<file path="src/hw/rtl/srvm_pkg.sv">
// Shared types and codes of the stack frame register VM core.
`default_nettype none
package srvm_pkg;

  typedef enum logic [4:0] {
    OP_NONE = 5'd0,
    OP_LIT  = 5'd1,
    OP_RET  = 5'd2,
    OP_LOD  = 5'd3,
    OP_STO  = 5'd4,
    OP_CAL  = 5'd5,
    OP_INC  = 5'd6,
    OP_JMP  = 5'd7,
    OP_JPC  = 5'd8,
    OP_SIO  = 5'd9,
    OP_NEG  = 5'd10,
    OP_ADD  = 5'd11,
    OP_SUB  = 5'd12,
    OP_MUL  = 5'd13,
    OP_DIV  = 5'd14,
    OP_ODD  = 5'd15,
    OP_MOD  = 5'd16,
    OP_EQL  = 5'd17,
    OP_NEQ  = 5'd18,
    OP_LSS  = 5'd19,
    OP_LEQ  = 5'd20,
    OP_GTR  = 5'd21,
    OP_GEQ  = 5'd22
  } op_e;

  typedef enum logic [2:0] {
    ERR_NONE     = 3'd0,
    ERR_BOUNDS   = 3'd1,
    ERR_OVERFLOW = 3'd2,
    ERR_OPCODE   = 3'd3,
    ERR_DIVZERO  = 3'd4
  } err_e;

  localparam logic [15:0] SIO_WRITE = 16'd1;
  localparam logic [15:0] SIO_READ  = 16'd2;
  localparam logic [15:0] SIO_HALT  = 16'd3;

  typedef enum logic [1:0] {RS_L, RS_M, RS_R} rsel_e;
  typedef enum logic [2:0] {WS_LIT, WS_ALU, WS_RV, WS_MEM, WS_DIV} wsel_e;
  typedef enum logic [1:0] {MS_WALK, MS_ADDR, MS_RET2, MS_RET3} msel_e;
  typedef enum logic {MW_REG, MW_CAL} mwsel_e;

  typedef enum logic [4:0] {
    S_CLEAR, S_IDLE, S_RDA, S_RDB, S_RDR, S_CAPR, S_EXEC, S_WALK, S_WALKW,
    S_MEM, S_LODW, S_CALW, S_RET2, S_RET3, S_RETA, S_RETC, S_DIV
  } state_e;

  typedef struct packed {
    logic   clr;
    logic   load;
    rsel_e  rsel;
    logic   cap_a;
    logic   cap_b;
    logic   cap_r;
    logic   rf_we;
    wsel_e  wsel;
    logic   mem_rd;
    msel_e  msel;
    logic   mem_we;
    mwsel_e mwsel;
    logic   walk_start;
    logic   walk_step;
    logic   cap_nb;
    logic   cap_np;
    logic   ret_apply;
    logic   cal_step;
    logic   cal_apply;
    logic   st_add;
    logic   pc_load_m;
    logic   sio_out;
    logic   set_halt;
    logic   set_err;
    err_e   err_code;
    logic   div_start;
    logic   div_step;
    logic   out_load;
  } cmd_t;

  typedef struct packed {
    op_e  op;
    logic clr_done;
    logic halted;
    logic fb_one;
    logic ret_bad;
    logic cal_ovf;
    logic inc_ovf;
    logic lvl_done;
    logic idx_bad;
    logic addr_ovf;
    logic addr_in;
    logic r_zero;
    logic b_zero;
    logic sio_wr;
    logic sio_rd;
    logic sio_halt;
    logic cal_last;
    logic div_done;
    logic out_free;
  } sts_t;

endpackage
`default_nettype wire

</file>
<file path="src/hw/rtl/srvm_ctrl.sv">
// Instruction sequencer of the VM core.
`default_nettype none
module srvm_ctrl (
  input  wire logic            clk_i,
  input  wire logic            rst_ni,
  input  wire logic            in_valid_i,
  output logic                 in_ready_o,
  input  wire srvm_pkg::sts_t  sts_i,
  output srvm_pkg::cmd_t       cmd_o
);

  srvm_pkg::state_e state_q, state_d;

  always_ff @(posedge clk_i or negedge rst_ni) begin
    if (!rst_ni) begin
      state_q <= srvm_pkg::S_CLEAR;
    end else begin
      state_q <= state_d;
    end
  end

  always_comb begin
    state_d    = state_q;
    cmd_o      = '0;
    in_ready_o = 1'b0;
    case (state_q)
      srvm_pkg::S_CLEAR: begin
        cmd_o.clr = 1'b1;
        if (sts_i.clr_done) state_d = srvm_pkg::S_IDLE;
      end
      srvm_pkg::S_IDLE: begin
        in_ready_o = 1'b1;
        if (in_valid_i) begin
          cmd_o.load = 1'b1;
          // A halted machine only reports its held state.
          state_d = sts_i.halted ? srvm_pkg::S_RETC : srvm_pkg::S_RDA;
        end
      end
      srvm_pkg::S_RDA: begin
        cmd_o.rsel = srvm_pkg::RS_L;
        state_d    = srvm_pkg::S_RDB;
      end
      srvm_pkg::S_RDB: begin
        cmd_o.rsel  = srvm_pkg::RS_M;
        cmd_o.cap_a = 1'b1;
        state_d     = srvm_pkg::S_RDR;
      end
      srvm_pkg::S_RDR: begin
        cmd_o.rsel  = srvm_pkg::RS_R;
        cmd_o.cap_b = 1'b1;
        state_d     = srvm_pkg::S_CAPR;
      end
      srvm_pkg::S_CAPR: begin
        cmd_o.cap_r = 1'b1;
        state_d     = srvm_pkg::S_EXEC;
      end
      srvm_pkg::S_EXEC: begin
        state_d = srvm_pkg::S_RETC;
        case (sts_i.op)
          srvm_pkg::OP_LIT: begin
            cmd_o.rf_we = 1'b1;
            cmd_o.wsel  = srvm_pkg::WS_LIT;
          end
          srvm_pkg::OP_RET: begin
            if (!sts_i.fb_one) begin
              cmd_o.mem_rd = 1'b1;
              cmd_o.msel   = srvm_pkg::MS_RET2;
              state_d      = srvm_pkg::S_RET2;
            end
          end
          srvm_pkg::OP_LOD, srvm_pkg::OP_STO: begin
            cmd_o.walk_start = 1'b1;
            state_d          = srvm_pkg::S_WALK;
          end
          srvm_pkg::OP_CAL: begin
            if (sts_i.cal_ovf) begin
              cmd_o.set_err  = 1'b1;
              cmd_o.err_code = srvm_pkg::ERR_OVERFLOW;
            end else begin
              cmd_o.walk_start = 1'b1;
              state_d          = srvm_pkg::S_WALK;
            end
          end
          srvm_pkg::OP_INC: begin
            if (sts_i.inc_ovf) begin
              cmd_o.set_err  = 1'b1;
              cmd_o.err_code = srvm_pkg::ERR_OVERFLOW;
            end else begin
              cmd_o.st_add = 1'b1;
            end
          end
          srvm_pkg::OP_JMP: cmd_o.pc_load_m = 1'b1;
          srvm_pkg::OP_JPC: cmd_o.pc_load_m = sts_i.r_zero;
          srvm_pkg::OP_SIO: begin
            cmd_o.sio_out  = sts_i.sio_wr;
            cmd_o.rf_we    = sts_i.sio_rd;
            cmd_o.wsel     = srvm_pkg::WS_RV;
            cmd_o.set_halt = sts_i.sio_halt;
          end
          srvm_pkg::OP_NEG, srvm_pkg::OP_ADD, srvm_pkg::OP_SUB, srvm_pkg::OP_MUL,
          srvm_pkg::OP_ODD, srvm_pkg::OP_EQL, srvm_pkg::OP_NEQ, srvm_pkg::OP_LSS,
          srvm_pkg::OP_LEQ, srvm_pkg::OP_GTR, srvm_pkg::OP_GEQ: begin
            cmd_o.rf_we = 1'b1;
            cmd_o.wsel  = srvm_pkg::WS_ALU;
          end
          srvm_pkg::OP_DIV, srvm_pkg::OP_MOD: begin
            if (sts_i.b_zero) begin
              cmd_o.set_err  = 1'b1;
              cmd_o.err_code = srvm_pkg::ERR_DIVZERO;
            end else begin
              cmd_o.div_start = 1'b1;
              state_d         = srvm_pkg::S_DIV;
            end
          end
          default: begin
            cmd_o.set_err  = 1'b1;
            cmd_o.err_code = srvm_pkg::ERR_OPCODE;
          end
        endcase
      end
      srvm_pkg::S_WALK: begin
        if (sts_i.lvl_done) begin
          state_d = (sts_i.op == srvm_pkg::OP_CAL) ? srvm_pkg::S_CALW : srvm_pkg::S_MEM;
        end else if (sts_i.idx_bad) begin
          cmd_o.set_err  = 1'b1;
          cmd_o.err_code = srvm_pkg::ERR_BOUNDS;
          state_d        = srvm_pkg::S_RETC;
        end else begin
          cmd_o.mem_rd = 1'b1;
          cmd_o.msel   = srvm_pkg::MS_WALK;
          state_d      = srvm_pkg::S_WALKW;
        end
      end
      srvm_pkg::S_WALKW: begin
        cmd_o.walk_step = 1'b1;
        state_d         = srvm_pkg::S_WALK;
      end
      srvm_pkg::S_MEM: begin
        state_d = srvm_pkg::S_RETC;
        if (sts_i.addr_ovf) begin
          cmd_o.set_err  = 1'b1;
          cmd_o.err_code = (sts_i.op == srvm_pkg::OP_LOD) ? srvm_pkg::ERR_BOUNDS
                                                          : srvm_pkg::ERR_OVERFLOW;
        end else if (!sts_i.addr_in) begin
          cmd_o.set_err  = 1'b1;
          cmd_o.err_code = srvm_pkg::ERR_BOUNDS;
        end else if (sts_i.op == srvm_pkg::OP_LOD) begin
          cmd_o.mem_rd = 1'b1;
          cmd_o.msel   = srvm_pkg::MS_ADDR;
          state_d      = srvm_pkg::S_LODW;
        end else begin
          cmd_o.mem_we = 1'b1;
          cmd_o.mwsel  = srvm_pkg::MW_REG;
        end
      end
      srvm_pkg::S_LODW: begin
        cmd_o.rf_we = 1'b1;
        cmd_o.wsel  = srvm_pkg::WS_MEM;
        state_d     = srvm_pkg::S_RETC;
      end
      srvm_pkg::S_CALW: begin
        cmd_o.mem_we   = 1'b1;
        cmd_o.mwsel    = srvm_pkg::MW_CAL;
        cmd_o.cal_step = 1'b1;
        if (sts_i.cal_last) begin
          cmd_o.cal_apply = 1'b1;
          state_d         = srvm_pkg::S_RETC;
        end
      end
      srvm_pkg::S_RET2: begin
        cmd_o.mem_rd = 1'b1;
        cmd_o.msel   = srvm_pkg::MS_RET3;
        cmd_o.cap_nb = 1'b1;
        state_d      = srvm_pkg::S_RET3;
      end
      srvm_pkg::S_RET3: begin
        cmd_o.cap_np = 1'b1;
        state_d      = srvm_pkg::S_RETA;
      end
      srvm_pkg::S_RETA: begin
        // Both saved words are held now, so the frame can be checked and restored.
        if (sts_i.ret_bad) begin
          cmd_o.set_err  = 1'b1;
          cmd_o.err_code = srvm_pkg::ERR_BOUNDS;
        end else begin
          cmd_o.ret_apply = 1'b1;
        end
        state_d = srvm_pkg::S_RETC;
      end
      srvm_pkg::S_DIV: begin
        if (sts_i.div_done) begin
          cmd_o.rf_we = 1'b1;
          cmd_o.wsel  = srvm_pkg::WS_DIV;
          state_d     = srvm_pkg::S_RETC;
        end else begin
          cmd_o.div_step = 1'b1;
        end
      end
      default: begin
        // Finish: hand the result to the output register.
        if (sts_i.out_free) begin
          cmd_o.out_load = 1'b1;
          state_d        = srvm_pkg::S_IDLE;
        end
      end
    endcase
  end

endmodule
`default_nettype wire

</file>
<file path="config.mk">
export PLATFORM = sky130hd
export DESIGN_NAME = srvm_ctrl
export DESIGN_NICKNAME = d
export VERILOG_FILES = /design/src/hw/rtl/srvm_pkg.sv /design/src/hw/rtl/srvm_ctrl.sv
export SDC_FILE = /design/constraint.sdc
export NUM_CORES = 1
export LEC_CHECK = 0
export BUFFER_PORTS_ARGS = -buffer_cell sky130_fd_sc_hd__buf_2
export CAP_MARGIN = 20
export CELL_PAD_IN_SITES_DETAIL_PLACEMENT = 1
export CELL_PAD_IN_SITES_GLOBAL_PLACEMENT = 2
export CORE_MARGIN = 4
export CORE_UTILIZATION = 20
export CTS_CLUSTER_DIAMETER = 80
export DETAILED_ROUTE_END_ITERATION = 16
export GPL_ROUTABILITY_DRIVEN = 0
export PLACE_DENSITY_LB_ADDON = 0.1
export SYNTH_ARGS = -nofsm -noshare
export SYNTH_HDL_FRONTEND = slang
export SYNTH_SLANG_ARGS = --single-unit
</file>
<file path="constraint.sdc">
create_clock -name clk_i -period 1.8 [get_ports clk_i]
set_input_delay 0.36 -clock clk_i [delete_from_list [all_inputs] [get_ports clk_i]]
set_output_delay 0.36 -clock clk_i [all_outputs]
set_load 0.01 [all_outputs]
</file>
# ---- After elaboration in Yosys (flattened, before gate mapping)
# Index checks and enable logic that the tools add are counted.
dict set report word_totals {
  ff_bits 5
  out_inout_bits 35
}
dict set report op_classes {
  n_reduce_logical 9
  n_mux 71
  n_eq_ne 41
}
# op count
set op_table {}
lappend op_table {{5-bit by 4-bit == test with 1-bit output (second input constant)} 15}
lappend op_table {{5-bit case mux with 15 select lines} 1}
lappend op_table {{4-bit 2-to-1 mux} 12}
lappend op_table {{5-bit 2-to-1 mux} 9}
lappend op_table {{5-bit by 3-bit == test with 1-bit output (second input constant)} 8}
lappend op_table {{5-bit == test (second input constant)} 8}
lappend op_table {{4-bit case mux with 4 select lines} 2}
lappend op_table {{3-bit 2-to-1 mux} 9}
lappend op_table {{1-bit 2-to-1 mux} 24}
lappend op_table {{4-bit case mux with 3 select lines} 2}
lappend op_table {{5-bit by 2-bit == test with 1-bit output (second input constant)} 4}
lappend op_table {{5-bit case mux with 4 select lines} 1}
lappend op_table {{18-bit OR reduction} 1}
lappend op_table {{16-bit nonzero test} 1}
lappend op_table {{16-bit OR reduction} 1}
lappend op_table {{2-bit 2-to-1 mux} 6}
lappend op_table {{3-bit case mux with 4 select lines} 1}
lappend op_table {{11-bit OR reduction} 1}
lappend op_table {{5-bit by 1-bit == test with 1-bit output (second input constant)} 2}
lappend op_table {{2-bit inequality test (second input constant)} 4}
lappend op_table {{2-bit case mux with 2 select lines} 2}
lappend op_table {{2-bit OR reduction} 3}
lappend op_table {{5-bit zero test} 1}
lappend op_table {{5-bit AND reduction} 1}
lappend op_table {{1-bit case mux with 2 select lines} 2}

# ---- Longest topological paths before layout
dict set report depth {
  depth_word 5
  depth_mapped 7
  depth_no_buf 5
}

# ---- Worst setup path before layout
# Ideal clock, no wire load.
dict set report synth_path {
  path_type {register to output}
  start {register state_q[3]}
  end {output port cmd_o[26] (netlist bit)}
  arrival_time_ps 1771
  stages_incl_launch_ff 7
  t_required_ps 1440
  slack_ps -331
  path_cell_list {dfrtp_1 buf_2 or3b_2 nor2_1 o211ai_1 o21ai_1 or3_1}
}
# element line
set synth_lines {}
lappend synth_lines {{from (decl)} srvm_ctrl.sv:12} ;# srvm_pkg::state_e state_q, state_d;
lappend synth_lines {{from (signal assigned)} srvm_ctrl.sv:16} ;# state_q <= srvm_pkg::S_CLEAR;
lappend synth_lines {{from (signal assigned)} srvm_ctrl.sv:18} ;# state_q <= state_d;
lappend synth_lines {{to (decl)} srvm_ctrl.sv:9} ;# output srvm_pkg::cmd_t cmd_o

==> metrics.sh <==
FIN_CELLS=398
TIMING.FINAL.HOLD_VIOLATIONS=0
TIMING_MAX_TRANSITION_VIOLATIONS_FINAL=0
FINALSETUPTNS_PS=-5718
SYNTH_TOP_FAMILY_BY_AREA='simple AND/OR/NAND/NOR gates'
HOLD_CLASS='in -> async'
FP.DIEW_UM=85.46
VIAS_PER_CELL=5.080
CRIT_PATH_TOP_DELAY_CELL='dfrtp_2'
LARGEST_REG_FLOPS=5
LAYOUT.AREA.SEQ_UM2=131.4
PWR_DENSITY_CELL_mW_PER_MM2=1413
WIRELENGTH_UM=7385
NUM_VIAS=2022
MAX_SLEW.WORST_PIN.SLEW_PS=543.1
DRIVE_ABOVE_1_SHARE=0.6779
CRITICAL_PATH_REQUIRED_PS=1440
CTS-HTREE-LEVELS=1
SEQUENTIAL_ELEMENT_SHARE_OF_THE_SYNTHESIZED_AREA=0.1043
SHARE_OF_THE_SYNTHESIZED_AREA_IN_COMPOUND_GATES_AO_OA_AOI_OAI=0.2857
OUTCOME='finished, violations left'
SYNTH_FA_HA_AREA_FRAC=0
FMAX_MHz=475.8
TIMING.CRITICAL_PATH.MAX_DELAY_FAMILY='simple AND/OR/NAND/NOR gates'
GRT_REMAINING_OVERFLOW=0
SYNTH-MAIN-FF-CELL='dfrtp_1'
CELL_BY_CELL_TRACE_OF_THE_CRITICAL_PATH='or3b_4, nor2_4, o211ai_1, o21ai_2, or3_4, buf_6'
FINALCRITPERIODSHARE=1.168
RSZ0062_AT_GRT='true'
R2R_START='state_q[3]'
TIMING.MAX_SLEW.REL_SLACK=0.6366
NUM_ROWS=27
SYNTH_AREA_MM2=0.001200
INITIAL_CORE_UTILIZATION=0.2114
DETAIL-ROUTE-ANTENNA-NETS=0
GRT_PASS1_VIAS=2091
CLKSLEWWORSTSETUPHOLDPATHS_PS=40
PEAKVDDDROP_mV=0.6069
ROUTE.DETAILED.WL_PER_INST_UM=18.56
KIND_OF_END_POINT_OF_THE_CRITICAL_PATH='primary output'
FLOORPLAN.DIE.HEIGHT_UM=85.46
CRIT_ARRIVAL_PS=1740
LAYOUT.FILLER_CELLS=703
PORTBUFFERS=60
GRTUSAGETOTAL=0.1824
SYNTHDISTINCTLIBCELLS=56
WORST_CLOCK_SKEW_PS=6.226
YOSYSWARNINGCOUNT=0
CTS_BUFFER_DEPTH=2
FINALSETUPVIOLATIONS=35
VIOLATIONS='negative setup slack'
WORST-R2R-SETUP-SLACK_PS=-210
PLACED_CELLS=364
LEAKAGE_DISSIPATION_uW=0.001390
POSTSYNTHNETCOUNT=208
PATH_CLASS='reg -> out'
DR.FIRST_ITER.DRC_COUNT=93
DP_SLACK_PS=-312.1
WORST_HOLD_SLACK_PS=492.7
CTS.SINK_COUNT=5
DIODES=0
CLOCK_TREE.ROOT_CELL='clkbuf_8'
GRT_MAX_DEGREE=12
POST_SYNTH_INST_COUNT=182
BIGGESTREGSBYFLOPS='state_q x5'
COUNT_OF_FLIP_FLOPS_WITH_A_BUILT_IN_ENABLE_AFTER_SYNTHESIS=0
TIMING.CRITICAL_PATH.FROM_TYPE='flop'
SYN2LAYOUT_AREA_GROWTH_PCT=138.4
GRT_PASS1_WL_UM=10780
ASYNCSETRESETFLOPFRACSYNTH=1.000
MULTI_INPUT_AREA_MM2=0.001350
XOR_XNOR_CELL_AREA_SHARE_OF_THE_YOSYS_NETLIST=0
SYN_AVG_CELL_AREA_UM2=6.593
DESIGN.PORTCOUNT=61
FIN_WS_PS=-301.9
ANTENNA_FOUND_INITIAL=0
POST_SYNTHESIS_MUX_AREA_SHARE=0.03650
FINISH.NET_COUNT=353
ROUTE.DETAILED.DRC=0
PLACEABLECOREAREA_MM2=0.005675
YOSYS.AREA_SHARE.SIMPLE=0.4682
POSTSYNTHREGISTERBITS=5
DRT_FIRST_PASS_ITERS=4
DESIGN.DIE.AREA_MM2=0.007303
CTS_TREE='built'
CTS-BUFFERS-INSERTED=3
LARGEST_REGISTER='state_q'
DRV.MAX_CAP_VIOLATION_COUNT=0
TIMING.CRITICAL_PATH.FROM='state_q[3]'
PERIOD_NEEDED_PS=2102
CLOCK_INSERTION_DELAY_WORST_SKEW_PS=230
WORST_STAGE_DELAY_ON_THE_CRITICAL_PATH_PS=470
WORST-PATH-MAX-FANOUT=5
CRITICAL_PATH.N_BUFFERS_INVERTERS=1
HPWL_UM=5097
metal layers:
layer / global-route usage / share of wire
met1: 0.2360 / 0.44
met2: 0.3249 / 0.50
met3: 0.01650 / 0.048
met4: 0.04029 / 0.0089
met5: 0 / 0
stage by stage:
stage	utilization	total power [µW]	cell area [µm²]
final	0.5040	4042	2860
after global routing	0.5040	4262	2860
after CTS	0.4517	3301	2564
after detailed placement	0.3640	2366	2066
after global placement	0.3640	2318	2066
after floorplan	-	1385	1272
cell usage in the layout (no fill, tap or decap), types with 2 or more instances in the layout:
cell type	instances
nand2b_1	2
buf_2	54
nor2_4	7
o32a_1	2
buf_8	2
nor3_1	3
nor3_2	2
dfrtp_2	5
or3_4	2
inv_1	9
mux2_4	3
nand3b_1	2
and3_4	2
o22ai_1	2
nor3_4	3
inv_2	2
a31oi_1	6
nor3b_4	2
nor2b_1	4
nand3_1	5
a21oi_1	8
nand2_4	3
nor2_2	2
buf_6	33
nor2b_4	2
and2_1	3
o21ai_0	6
nor4_4	8
o211ai_1	2
and3_1	3
nand2b_4	2
clkbuf_8	3
or4_1	2
nand2_1	10
buf_4	66
nor2_1	15
logic make-up after synthesis:
family                 after synthesis
AOI/OAI and AO/OA                   48
buffers and inverters               28
DFF                                  5
muxes                                4
and+or+nand+nor                     97
cells in the mapped netlist (all sizes together), types with 2 or more instances:
cell    number  share of area
a21oi        9          0.038
o22ai        2          0.010
and2         4          0.021
or3          2          0.015
or3b         2          0.015
nor4         9          0.059
dfrtp        5           0.10
o32a         2          0.017
nor3         8          0.038
mux2         3          0.028
a31oi        8          0.042
nor2b        7          0.036
nand2       14          0.044
o21ai        8          0.033
and3         5          0.026
buf         11          0.052
clkbuf       6          0.019
nand3b       2          0.013
nor2        24          0.075
nor4b        2          0.027
nor3b        2          0.013
nand2b       4          0.021
inv         11          0.034
o211ai       2          0.013
nand3        6          0.025
or4          2          0.013
timing repair:
item / CTS / global route
cloned: 0 / 1
hold buffers: 1 / 0
resized for setup: 71 / 41
buffers inserted: 18 / 14
pin swaps: 18 / 13
hold endpoints to repair: 5 / 0
endpoints found under the setup margin: 40 / 40
area by class of cell:
cell class,instances,share of cell area
clock buffer,4,0.01575
inverter,11,0.01444
multi-input combinational,149,0.4720
sequential,5,0.04593
tap,72,0.03150
timing repair buffer,157,0.4204
path summary, 6_finish.rpt:
kind	to	cells past startpoint
max in group asynchronous	state_q[2]	2
hold reg to reg	state_q[2]	3
hold / removal	state_q[3]	2
min in group clk_i	state_q[3]	5
setup reg to reg	state_q[3]	7
setup / recovery	cmd_o[26]	6
report_power, final:
group	internal (µW)	switching, µW
registers	176	120
clock network	153	65.0
logic	1920	1600
total	2250	1790
No activity file was read; power rests on OpenSTA's default activity.
